`src/sv/mwms_pkg.sv`:
```
package mwms_pkg;

  // input beat layout, lowest bit first
  localparam int CMD_W  = 3;
  localparam int COORD_W = 4;
  localparam int DIR_W  = 2;
  localparam int IN_TDATA_W  = 16;
  localparam int OUT_TDATA_W = 8;
  localparam int CELL_W = 6;

  typedef logic [CELL_W-1:0] cell_t;

  localparam logic REG_MAZE_WIDTH  = 1'b0;
  localparam logic REG_MAZE_HEIGHT = 1'b1;

  localparam logic [CMD_W-1:0] CMD_WALL  = 3'd0;
  localparam logic [CMD_W-1:0] CMD_FLAG  = 3'd1;
  localparam logic [CMD_W-1:0] CMD_READ  = 3'd2;
  localparam logic [CMD_W-1:0] CMD_CLEAR = 3'd3;
  localparam logic [CMD_W-1:0] CMD_BOX   = 3'd4;

  localparam logic [DIR_W-1:0] DIR_NORTH = 2'd0;
  localparam logic [DIR_W-1:0] DIR_SOUTH = 2'd1;
  localparam logic [DIR_W-1:0] DIR_EAST  = 2'd2;
  localparam logic [DIR_W-1:0] DIR_WEST  = 2'd3;

  localparam logic FLAG_VISITED   = 1'b0;
  localparam logic FLAG_UNCERTAIN = 1'b1;

  localparam cell_t BIT_N   = 6'h01;
  localparam cell_t BIT_S   = 6'h02;
  localparam cell_t BIT_E   = 6'h04;
  localparam cell_t BIT_W   = 6'h08;
  localparam cell_t BIT_VIS = 6'h10;
  localparam cell_t BIT_UNC = 6'h20;

  localparam cell_t CELL_ZERO = 6'h00;

  typedef enum logic [7:0] {
    S_INIT   = 8'b0000_0001,
    S_IDLE   = 8'b0000_0010,
    S_MOD    = 8'b0000_0100,
    S_NB     = 8'b0000_1000,
    S_CLR    = 8'b0001_0000,
    S_BOX    = 8'b0010_0000,
    S_BOXEND = 8'b0100_0000,
    S_OWN    = 8'b1000_0000
  } state_t;

endpackage

```
`src/sv/mwms_ram.sv`:
```
module mwms_ram #(
  parameter int WIDTH = 6,
  parameter int DEPTH = 256
) (
  input  logic                     clk,
  input  logic                     wr_en,
  input  logic [$clog2(DEPTH)-1:0] wr_addr,
  input  logic [WIDTH-1:0]         wr_data,
  input  logic                     rd_en,
  input  logic [$clog2(DEPTH)-1:0] rd_addr,
  output logic [WIDTH-1:0]         rd_data
);

  logic [WIDTH-1:0] mem [DEPTH];

  always_ff @(posedge clk) begin
    if (wr_en) begin
      mem[wr_addr] <= wr_data;
    end
    if (rd_en) begin
      rd_data <= mem[rd_addr];
    end
  end

endmodule

```
`src/sv/maze_wall_map_store.sv`:
```
// Wall map of a grid maze, one 6-bit cell per grid square (walls N/S/E/W, visited,
// uncertain) held in a single memory with one write and one registered read port.
// Every command beat returns one result beat: the addressed cell after the command.
// Read, flag write and a wall write whose neighbour lies off the grid read the cell,
// then modify and write it back; a wall write that also touches the neighbour
// then reads, modifies and writes back the neighbour too. Clear-all sweeps every
// entry. Drawing the box walks the configured width*height cells with a pipelined
// read-modify-write. After reset a clearing pass over every entry runs before the
// first command is taken; size registers may be written meanwhile.
// A finished result waits in a two-deep output buffer, so a stalled output does not
// hold up the next command until both places are full.
module maze_wall_map_store #(
  parameter int MAX_COLUMNS = 16,
  parameter int MAX_ROWS    = 16
) (
  input  logic                                clk,
  input  logic                                rst_n,
  input  logic                                cfg_wen,
  input  logic                                cfg_addr,
  input  logic [4:0]                          cfg_wdata,
  input  logic                                in_tvalid,
  output logic                                in_tready,
  // cmd[2:0], col[6:3], row[10:7], direction[12:11], flag_select[13], set_value[14]
  input  logic [mwms_pkg::IN_TDATA_W-1:0]     in_tdata,
  output logic                                out_tvalid,
  input  logic                                out_tready,
  // north_present[0], south_present[1], east_present[2], west_present[3],
  // visited_mark[4], uncertain_mark[5]
  output logic [mwms_pkg::OUT_TDATA_W-1:0]    out_tdata
);

  import mwms_pkg::*;

  localparam int DEPTH = MAX_COLUMNS * MAX_ROWS;
  localparam int AW    = $clog2(DEPTH);
  localparam int XW    = ($clog2(MAX_COLUMNS + 1) > 5) ? $clog2(MAX_COLUMNS + 1) : 5;
  localparam int YW    = ($clog2(MAX_ROWS + 1) > 5) ? $clog2(MAX_ROWS + 1) : 5;

  function automatic logic [AW-1:0] cell_addr(input logic [XW-1:0] x,
                                              input logic [YW-1:0] y);
    cell_addr = AW'(AW'(y) * AW'(MAX_COLUMNS) + AW'(x));
  endfunction

  // configuration
  logic [4:0] maze_width_r, maze_height_r;

  always_ff @(posedge clk) begin
    if (!rst_n) begin
      maze_width_r  <= 5'd16;
      maze_height_r <= 5'd16;
    end else if (cfg_wen) begin
      case (cfg_addr)
        REG_MAZE_WIDTH:  maze_width_r  <= cfg_wdata;
        REG_MAZE_HEIGHT: maze_height_r <= cfg_wdata;
        default: ;
      endcase
    end
  end

  // sizes clamped into 1..MAX
  logic [XW-1:0] eff_w;
  logic [YW-1:0] eff_h;

  always_comb begin
    eff_w = XW'(maze_width_r);
    if (maze_width_r == 5'd0) eff_w = XW'(1);
    else if (XW'(maze_width_r) > XW'(MAX_COLUMNS)) eff_w = XW'(MAX_COLUMNS);
    eff_h = YW'(maze_height_r);
    if (maze_height_r == 5'd0) eff_h = YW'(1);
    else if (YW'(maze_height_r) > YW'(MAX_ROWS)) eff_h = YW'(MAX_ROWS);
  end

  // input beat fields
  logic [CMD_W-1:0]   in_cmd;
  logic [COORD_W-1:0] in_col, in_row;

  assign in_cmd = in_tdata[2:0];
  assign in_col = in_tdata[6:3];
  assign in_row = in_tdata[10:7];

  // state
  state_t             state_r, state_nxt;
  logic [CMD_W-1:0]   cmd_r;
  logic [COORD_W-1:0] col_r, row_r;
  logic [DIR_W-1:0]   dir_r;
  logic               fsel_r, set_r;
  logic [XW-1:0]      wx_r, wx_nxt, bx_r;
  logic [YW-1:0]      wy_r, wy_nxt, by_r;
  logic               bv_r, bv_nxt;
  logic               out_valid_r, pend_v_r;
  cell_t              out_r, pend_r;

  // memory ports
  logic          wr_en, rd_en;
  logic [AW-1:0] wr_addr, rd_addr;
  cell_t         wr_data, rd_data;

  mwms_ram #(.WIDTH(CELL_W), .DEPTH(DEPTH)) u_ram (
    .clk     (clk),
    .wr_en   (wr_en),
    .wr_addr (wr_addr),
    .wr_data (wr_data),
    .rd_en   (rd_en),
    .rd_addr (rd_addr),
    .rd_data (rd_data)
  );

  logic in_acc;
  assign in_tready = (state_r == S_IDLE) && !pend_v_r;
  assign in_acc    = in_tvalid && in_tready;

  // addressed cell of the held command
  logic [XW-1:0] own_x;
  logic [YW-1:0] own_y;
  logic          own_in;

  assign own_x  = XW'(col_r);
  assign own_y  = YW'(row_r);
  assign own_in = (own_x < XW'(MAX_COLUMNS)) && (own_y < YW'(MAX_ROWS));

  // neighbour of a wall write
  logic [XW-1:0] nb_x;
  logic [YW-1:0] nb_y;
  logic          nb_cond, nb_ok;
  cell_t         nb_bit, own_bit, own_new;

  always_comb begin
    nb_x    = own_x;
    nb_y    = own_y;
    nb_cond = 1'b0;
    nb_bit  = BIT_S;
    own_bit = BIT_N;
    case (dir_r)
      DIR_NORTH: begin
        own_bit = BIT_N;
        nb_y    = own_y + YW'(1);
        nb_cond = nb_y < eff_h;
        nb_bit  = BIT_S;
      end
      DIR_SOUTH: begin
        own_bit = BIT_S;
        nb_y    = own_y - YW'(1);
        nb_cond = own_y != '0;
        nb_bit  = BIT_N;
      end
      DIR_EAST: begin
        own_bit = BIT_E;
        nb_x    = own_x + XW'(1);
        nb_cond = nb_x < eff_w;
        nb_bit  = BIT_W;
      end
      DIR_WEST: begin
        own_bit = BIT_W;
        nb_x    = own_x - XW'(1);
        nb_cond = own_x != '0;
        nb_bit  = BIT_E;
      end
      default: ;
    endcase
    nb_ok = nb_cond && (nb_x < XW'(MAX_COLUMNS)) && (nb_y < YW'(MAX_ROWS));
    if (cmd_r == CMD_FLAG) begin
      own_bit = (fsel_r == FLAG_UNCERTAIN) ? BIT_UNC : BIT_VIS;
    end
    own_new = set_r ? (rd_data | own_bit) : (rd_data & ~own_bit);
  end

  logic own_write;
  assign own_write = own_in && (cmd_r inside {CMD_WALL, CMD_FLAG});

  // grid walker for the reset clear, clear and box
  logic [XW-1:0] lim_x;
  logic [YW-1:0] lim_y;
  logic          walk_last;
  cell_t         box_mask;

  always_comb begin
    lim_x = XW'(MAX_COLUMNS);
    lim_y = YW'(MAX_ROWS);
    if (state_r == S_BOX) begin
      lim_x = eff_w;
      lim_y = eff_h;
    end
    walk_last = (wx_r == lim_x - XW'(1)) && (wy_r == lim_y - YW'(1));
    box_mask = CELL_ZERO;
    if (by_r == '0)                box_mask = box_mask | BIT_S;
    if (by_r == eff_h - YW'(1))    box_mask = box_mask | BIT_N;
    if (bx_r == '0)                box_mask = box_mask | BIT_W;
    if (bx_r == eff_w - XW'(1))    box_mask = box_mask | BIT_E;
  end

  always_comb begin
    state_nxt = state_r;
    wx_nxt    = wx_r;
    wy_nxt    = wy_r;
    bv_nxt    = 1'b0;
    wr_en     = 1'b0;
    wr_addr   = cell_addr(own_x, own_y);
    wr_data   = own_new;
    rd_en     = 1'b0;
    rd_addr   = cell_addr(own_x, own_y);
    if (state_r inside {S_INIT, S_CLR, S_BOX}) begin
      if (walk_last) begin
        wx_nxt = '0;
        wy_nxt = '0;
      end else if (wx_r == lim_x - XW'(1)) begin
        wx_nxt = '0;
        wy_nxt = wy_r + YW'(1);
      end else begin
        wx_nxt = wx_r + XW'(1);
      end
    end
    case (state_r)
      S_INIT, S_CLR: begin
        wr_en   = 1'b1;
        wr_addr = cell_addr(wx_r, wy_r);
        wr_data = CELL_ZERO;
        if (walk_last) state_nxt = (state_r == S_INIT) ? S_IDLE : S_OWN;
      end
      S_IDLE: begin
        if (in_acc) begin
          case (in_cmd)
            CMD_CLEAR: state_nxt = S_CLR;
            CMD_BOX:   state_nxt = S_BOX;
            default: begin
              rd_en     = 1'b1;
              rd_addr   = cell_addr(XW'(in_col), YW'(in_row));
              state_nxt = S_MOD;
            end
          endcase
        end
      end
      S_BOX: begin
        // read this cell, write back the one read last cycle
        rd_en   = 1'b1;
        rd_addr = cell_addr(wx_r, wy_r);
        bv_nxt  = 1'b1;
        wr_en   = bv_r;
        wr_addr = cell_addr(bx_r, by_r);
        wr_data = rd_data | box_mask;
        if (walk_last) state_nxt = S_BOXEND;
      end
      S_BOXEND: begin
        wr_en     = bv_r;
        wr_addr   = cell_addr(bx_r, by_r);
        wr_data   = rd_data | box_mask;
        state_nxt = S_OWN;
      end
      S_OWN: begin
        rd_en     = 1'b1;
        state_nxt = S_MOD;
      end
      S_MOD: begin
        wr_en     = own_write;
        state_nxt = S_IDLE;
        if (cmd_r == CMD_WALL && nb_ok) begin
          rd_en     = 1'b1;
          rd_addr   = cell_addr(nb_x, nb_y);
          state_nxt = S_NB;
        end
      end
      S_NB: begin
        wr_en     = 1'b1;
        wr_addr   = cell_addr(nb_x, nb_y);
        wr_data   = set_r ? (rd_data | nb_bit) : (rd_data & ~nb_bit);
        state_nxt = S_IDLE;
      end
      default: state_nxt = S_IDLE;
    endcase
  end

  // result of the held command
  cell_t res;
  logic  res_v, out_free;

  always_comb begin
    res = CELL_ZERO;
    if (own_in) res = own_write ? own_new : rd_data;
  end

  assign res_v    = state_r == S_MOD;
  assign out_free = !out_valid_r || out_tready;

  always_ff @(posedge clk) begin
    if (!rst_n) begin
      state_r     <= S_INIT;
      wx_r        <= '0;
      wy_r        <= '0;
      bv_r        <= 1'b0;
      out_valid_r <= 1'b0;
      pend_v_r    <= 1'b0;
    end else begin
      state_r <= state_nxt;
      wx_r    <= wx_nxt;
      wy_r    <= wy_nxt;
      bv_r    <= bv_nxt;
      if (res_v) begin
        if (out_free) out_valid_r <= 1'b1;
        else          pend_v_r    <= 1'b1;
      end else if (out_free) begin
        out_valid_r <= pend_v_r;
        pend_v_r    <= 1'b0;
      end
    end
  end

  always_ff @(posedge clk) begin
    if (in_acc) begin
      cmd_r  <= in_cmd;
      col_r  <= in_col;
      row_r  <= in_row;
      dir_r  <= in_tdata[12:11];
      fsel_r <= in_tdata[13];
      set_r  <= in_tdata[14];
    end
    if (state_r == S_BOX) begin
      bx_r <= wx_r;
      by_r <= wy_r;
    end
    if (res_v) begin
      if (out_free) out_r  <= res;
      else          pend_r <= res;
    end else if (out_free && pend_v_r) begin
      out_r <= pend_r;
    end
  end

  assign out_tvalid = out_valid_r;
  assign out_tdata  = OUT_TDATA_W'(out_r);

`ifndef NO_ASSERTIONS
  // the spare result place fills only behind a waiting beat
  a_pend_behind_out: assert property (@(posedge clk) disable iff (!rst_n)
    pend_v_r |-> out_valid_r)
    else $error("pending result without a held output beat");

  // a single-cell command goes straight to the modify step
  a_plain_to_mod: assert property (@(posedge clk) disable iff (!rst_n)
    (in_acc && in_cmd != CMD_CLEAR && in_cmd != CMD_BOX) |=> state_r == S_MOD)
    else $error("single-cell command did not reach modify step");

  // never read an entry in the cycle it is written
  a_no_rw_collision: assert property (@(posedge clk) disable iff (!rst_n)
    !(wr_en && rd_en && wr_addr == rd_addr))
    else $error("read and write of the same entry in one cycle");

  // every accepted command produces a result beat before the next is taken
  a_result_follows: assert property (@(posedge clk) disable iff (!rst_n)
    (state_r == S_MOD) |=> (out_valid_r || pend_v_r))
    else $error("modify step produced no result");
`endif

endmodule
```
`config.mk`:
```
export PLATFORM = sky130hd
export DESIGN_NAME = maze_wall_map_store
export DESIGN_NICKNAME = d
export VERILOG_FILES = /design/src/sv/mwms_pkg.sv /design/src/sv/mwms_ram.sv /design/src/sv/maze_wall_map_store.sv
export SDC_FILE = /design/constraint.sdc
export NUM_CORES = 2
export LEC_CHECK = 0
export BUFFER_PORTS_ARGS = -buffer_cell sky130_fd_sc_hd__buf_2
export CAP_MARGIN = 15
export CORE_MARGIN = 2
export CORE_UTILIZATION = 30
export CTS_CLUSTER_DIAMETER = 80
export DETAILED_ROUTE_END_ITERATION = 16
export HOLD_SLACK_MARGIN = 0.1
export MAX_ROUTING_LAYER = met4
export PLACE_DENSITY = 0.5
export SYNTH_ARGS = -nofsm -noshare
export SYNTH_HDL_FRONTEND = slang
export SYNTH_SLANG_ARGS = --single-unit
```
`constraint.sdc`:
```
create_clock -name clk -period 23.6 [get_ports clk]
set_input_delay 5.9 -clock clk [delete_from_list [all_inputs] [get_ports clk]]
set_output_delay 5.9 -clock clk [all_outputs]
set_load 0.005 [all_outputs]
```
# Word-level counts from Yosys, hierarchy flattened
# Memory sizes are Yosys's and may differ from the RTL's. A register that Yosys moved wholly into a read port is not among the register bits.
# Cells that the tools add are included.
# classes
n_bitwise	9
magnitude_cmp	8
n_addsub	15
eq_ne	23
muxes	55
n_reduce_logical	37
# ops
operator	count
$mux W8	7
$mux W6	9
$mux W5	10
$pmux W6 S4	2
$pmux W8 S3	2
$pmux W8 S6	1
$add A8 B5 Y8	3
$eq A5 B5 Y1	4
$logic_not A5 Y1	4
$pmux W5 S2	2
$sub A5 B1 Y5 const B	4
$pmux W6 S3	1
$add A8 B4 Y8	2
$mux W1	13
$and A6 B6 Y6	2
$not A6 Y6	2
$or A6 B6 Y6	2
$pmux W6 S2	1
$reduce_and A2 Y1	6
$add A4 B1 Y5 const B	2
$add A5 B1 Y5 const B	2
$gt A5 B5 Y1 const B	2
$lt A4 B5 Y1 const B	2
$lt A5 B5 Y1	2
other kinds (35)	60
# word_totals
memories	1
inputBits	27
ramBits	1536
reg_bits	68
out_inout_bits	10
elab_cells	166
# mem_list
memory	depth	width	rd	rd_clocked_by_memory_dff	write_ports	line_no	rtl
u_ram.mem	256	6	1	1	1	mwms_ram.sv:14	logic [WIDTH-1:0] mem [DEPTH];

# Logic depth before layout (Yosys ltp)
# logic_depth
depth_word	10
depth_mapped	20
mapped_depth_nobuf	17

# Cells and area by module
# From an unflattened synthesis, not the netlist that was laid out.
# unflattened
hier_cells	3566
hier_area_um2	65266.3
# by_module_without_submodules
mod	seq_area_each_um2	area_each_um2	instances	cells_per_inst
mwms_ram	46304.4	60133.9	1	2964
maze_wall_map_store	1731.7	5132.4	1	602

# Worst setup path after synthesis
# OpenSTA, ideal clock, no wires.
# synth_timing
path_type	flip-flop to flip-flop
from	register state_r[6]
to	memory u_ram.mem[0][5], data pin
n_path_buf	3
synth_period_minus_slack_ns	18.770
setup_time_ns	2.956
path_stages_with_launch	9
arrival_time_ns	15.814
path_slack_ns	4.830
required_time_ns	20.644
path_cell_list	dfxtp_1 -> clkbuf_1 -> or4_1 -> nor2_1 -> nand3_1 -> clkbuf_1 -> o21ai_0 -> clkbuf_1 -> o41ai_1
# synth_between
elab_chain_len	3
elab_cells_between_ends	8
classes_between	5 x eq/ne; 1 x mux; 2 x reduce/logical
# synth_lines
element	line_no	rtl
start, declared	maze_wall_map_store.sv:82	state_t state_r, state_nxt;
start signal, assigned	maze_wall_map_store.sv:292	state_r <= state_nxt;
$eq A8 B6 Y1, or another cell as far along	maze_wall_map_store.sv:212	case (state_r)
$reduce_or A2 Y1, on equally long branches	--	
$pmux W6 S3 *	maze_wall_map_store.sv:212	
net u_ram.wr_data[5]	mwms_ram.sv:8	input logic [WIDTH-1:0] wr_data,
end, declared	mwms_ram.sv:14	
# Mark *: on every way through the listed nets, which the timed path passes. The rest lies on a longest branch.

# Worst setup path in the final report
# layout_timing
from	input port in_tdata[0] (netlist bit)
to	register u_ram.rd_data[1] (read register of u_ram.mem), data pin
# layout_between
elab_chain_len	5
elab_cells_between_ends	9
classes_between	2 x eq/ne; 6 x mux; 1 x reduce/logical
# layout_lines
element	line_no	rtl
start, declared	maze_wall_map_store.sv:24	input logic [mwms_pkg::IN_TDATA_W-1:0] in_tdata,
$eq A3 B3 Y1 / $eq A3 B2 Y1 (equally long branches)	maze_wall_map_store.sv:221	case (in_cmd)
$reduce_or A2 Y1 (no line) *	--	
$mux W8 / $mux W1 (equally long branches)	maze_wall_map_store.sv:221	
$mux W8 / $mux W1 (equally long branches)	maze_wall_map_store.sv:220	if (in_acc) begin
$pmux W8 S3 / $pmux W1 S3 (equally long branches)	maze_wall_map_store.sv:212	
end, declared	mwms_ram.sv:11	output logic [WIDTH-1:0] rd_data
# Every way passes the cells marked *; elsewhere a longest branch is shown, timed or not.
# A chain may end at the register's enable or synchronous reset.

==> flow_summary.ini <==
[die]
die_h_um = 473.5
start_util_pct = 30.15
dieArea_sq_um = 224200
coreArea_sq_um = 219300
num_io_pins = 37
die_x_um = 473.5
rows = 172

[sta]
timing.final.crit_period_ns = 12.03
worst_pin_slew_ns = 1.293
slew_headroom_pct = 13.78
final-setup-viol-count = 0
clock_skew_ns = 0.03191
rsz0062_at_grt = false
slew_violations = 0
tns_ns = 0
layout_setup_ws_ns = 11.57
max_freq_mhz = 83.15
hold_viol_final = 0
period_share_pct = 50.96

[logic_synthesis]
async_flop_share_pct = 0
synth_top_cell_area_share_pct = 71.70
ys_top_cells_by_count = edfxtp_1 (1579), nand2_1 (686), mux2i_1 (496)
syn_area_sq_um = 66130
synth_most_common_cell = edfxtp_1
ys_warn_count = 0
synth-edff-count = 1579
synth_cell_types = 78
yosysSeqAreaShare_pct = 72.64
synth.avg_cell_area_sq_um = 14.30
ys.flop_type = edfxtp_1
syn_inst = 4624
synth_area_leaders = edfxtp_1 (72%), mux2i_1 (7.5%), nand2_1 (3.9%)
synth_top_area_cell = edfxtp_1
synth.ff_latch_count = 1610

[routing]
wl_um = 188300
ant_nets = 0
num_vias = 39059
drt_iter0_drc = 3783
via_per_inst = 5.127
routed_wire_length_per_instance_um = 24.71
first_pass_iters = 7
route.detailed.drc = 0

[worst_setup_path]
cp_data_arrival_time_ns = 12.59
worstPathRequired_ns = 24.16
crit_slowest_cell = a311o_2
reg2reg_from = state_r[4]
cpMostUsedCell = nand3_1
startpoint = in_tdata[0]
reg2reg_depth = 16
path_buf_inv = 5
critPathTopFamily = buffers and inverters
worstPathMaxFanout = 130
slowest_delay_ns = 0.78
endpoint_kind = flip-flop
path_cells = buf_2 > or3b_2 > nand3_1 > nand3_1 > o211ai_1 > a311o_2 > buf_4 > buf_12 > buf_12 > buf_4 > mux2i_1 > o211ai_1 > a32oi_1 > nand3_1 > or4b_1 > a31o_1
criticalPathCategory = input pin to flip-flop
worst-path-stages = 16
r2r_end = u_ram.rd_data[1]
endpoint = u_ram.rd_data[1]
reg2reg_setup_slack_ns = 15.05
start_kind = input pin

[cts]
cts_tree = done
post_cts_buffers = 0
cts_max_path_buffers = 3
cts_buffers = 171
cts_hold_buf = 0
insertion_delay_ns = 0.82
ctsResizeCount = 0
ctsRootBufferMaster = clkbuf_16
h-tree-depth = 4
clk_pin_slew_ns = 0.06
cts.sinks = 1610

[power_and_ir_drop]
ir_worst_vdd_mv = 0.05036
p_leak_nw = 24.69
powerDensity_nw_per_um2 = 87.46

[hold_path]
worstHoldStart = maze_height_r[0]
hold_class = flip-flop to flip-flop

[placement]
port_buffers = 33
place_congestion = 0.8513
post-place-ws_ns = 10.72
hpwl_um = 110800

[global_route]
grt_pass1_wl_um = 270900
overflow = 0
grt_pass1_vias = 37777
grt_start_max_net_pins = 191
antenna_found_initial = 6
grt_usage_pct = 16.89

[cells_and_area]
area_delta_synth_final_pct = 12.84
nets = 4668
layout-drive-gt1-share_pct = 8.175
multi_input_area_sq_um = 16820
fill_cells = 21129
regArea_sq_um = 48040

[status]
status = finished, final reports clean

[run]
drv_cap = 0
## kinds of logic after synthesis
kind of cell	synth area share, %
AO/OA/AOI/OAI	6.548
XOR/XNOR	0.6490
adder cells (fa/ha/maj)	0.5109
buffers and inverters	2.274
flip-flops	72.64
multiplexers	7.576
other	0.005671
AND/OR/NAND/NOR	9.795
## layer usage
| metal | vias up | wire, um | GRT usage [%] |
|---|---|---|---|
| li1 | 17671 | - | - |
| met1 | 19911 | 85400 | 23.24 |
| met2 | 1231 | 86290 | 25.78 |
| met5 | - | 0 | - |
| met4 | 0 | 4357 | 4.325 |
| met3 | 246 | 12210 | 3.031 |
## report_power, final
| part | switching, W | internal (W) | total, W |
|---|---|---|---|
| clock network | 0.00111 | 0.00143 | 0.00254 |
| registers | 0.0000106 | 0.00324 | 0.00325 |
| logic | 0.000558 | 0.000172 | 0.000729 |
| total | 0.00168 | 0.00485 | 0.00653 |
## registers in the layout, indices dropped and copies added, names as in the netlist, 5 cells and up
name,count
wy_r,5
u_ram.mem,1536
pend_r,6
u_ram.rd_data,6
state_r,8
bx_r,5
out_r,6
wx_r,5
maze_height_r,5
by_r,5
maze_width_r,5
## worst register-to-register path, stage by stage, from the launching register on
cell and delay, ns:
dfxtp_1 0.42, or4_1 0.53, or4_1 0.77, inv_2 0.37, o2111ai_2 0.20, a2111oi_4 0.40
a311o_2 0.79, buf_4 0.76, buf_12 0.66, buf_12 0.73, buf_4 0.79, mux2i_1 0.32
o211ai_1 0.12, a32oi_1 0.41, nand3_1 0.12, or4b_1 0.63, a31o_1 0.30
## metrics by stage
step / hold WS (ns) / utilization (%) / area [sq um] / instances / power (W)
floorplan: 0.4064 / - / 66130 / 4625 / 0.003795
detailed placement: 0.4965 / 31.65 / 69400 / 7311 / 0.004042
global route: 0.5345 / 34.03 / 74620 / 7618 / 0.006726
global placement: 0.4906 / 31.65 / 69400 / 7311 / 0.004037
finish: 0.5054 / 34.03 / 74620 / 7619 / 0.006526
CTS: 0.5064 / 34.02 / 74610 / 7616 / 0.006575
## layout make-up
type	count	share of cell area [%]
flip-flops and latches	1610	64.38
multi-input cells	2694	22.54
clock buffers	226	6.097
well taps	2871	4.814
repair buffers	116	1.191
clock inverters	79	0.8736
inverters	21	0.1056
diodes	2	0.006707
## cells in the final DEF, fill, tap and decap left out, drive strengths merged, types with 6 or more instances in the layout
master / synthesis / routed
a2111oi: 6 / 6
a211oi: 7 / 7
a21oi: 74 / 74
a221oi: 12 / 12
a22oi: 8 / 8
a311oi: 16 / 16
a31oi: 78 / 78
a32oi: 21 / 21
and2: 12 / 12
and3: 70 / 70
and4: 7 / 7
and4b: 6 / 6
buf: 154 / 115
bufinv: 0 / 7
clkbuf: 146 / 227
clkinv: 3 / 64
dfxtp: 31 / 31
edfxtp: 1579 / 1579
ha: 27 / 27
inv: 18 / 27
mux2i: 496 / 496
nand2: 686 / 686
nand2b: 7 / 7
nand3: 171 / 171
nand4: 21 / 21
nor2: 325 / 325
nor2b: 17 / 17
nor3: 86 / 86
nor4: 28 / 28
o2111ai: 11 / 11
o211ai: 46 / 46
o21a: 11 / 11
o21ai: 88 / 88
o22ai: 190 / 190
o311ai: 6 / 6
o41ai: 25 / 25
or3: 7 / 7
xnor2: 28 / 28
xor2: 21 / 21
## worst min-delay path by stage
| stage | slack, ns | to | depth (start not counted) |
|---|---|---|---|
| 3_3_place_gp | 0.49 | maze_height_r[0] | 2 |
| 4_1_cts | 0.51 | maze_height_r[0] | 2 |
| 2_1_floorplan | 0.41 | bx_r[2] | 0 |
| 3_5_place_dp | 0.50 | maze_height_r[0] | 2 |
| 5_1_grt | 0.53 | maze_height_r[0] | 2 |
| 6_report | 0.51 | maze_height_r[0] | 2 |
Note: power is estimated with default switching activity, not from simulation.
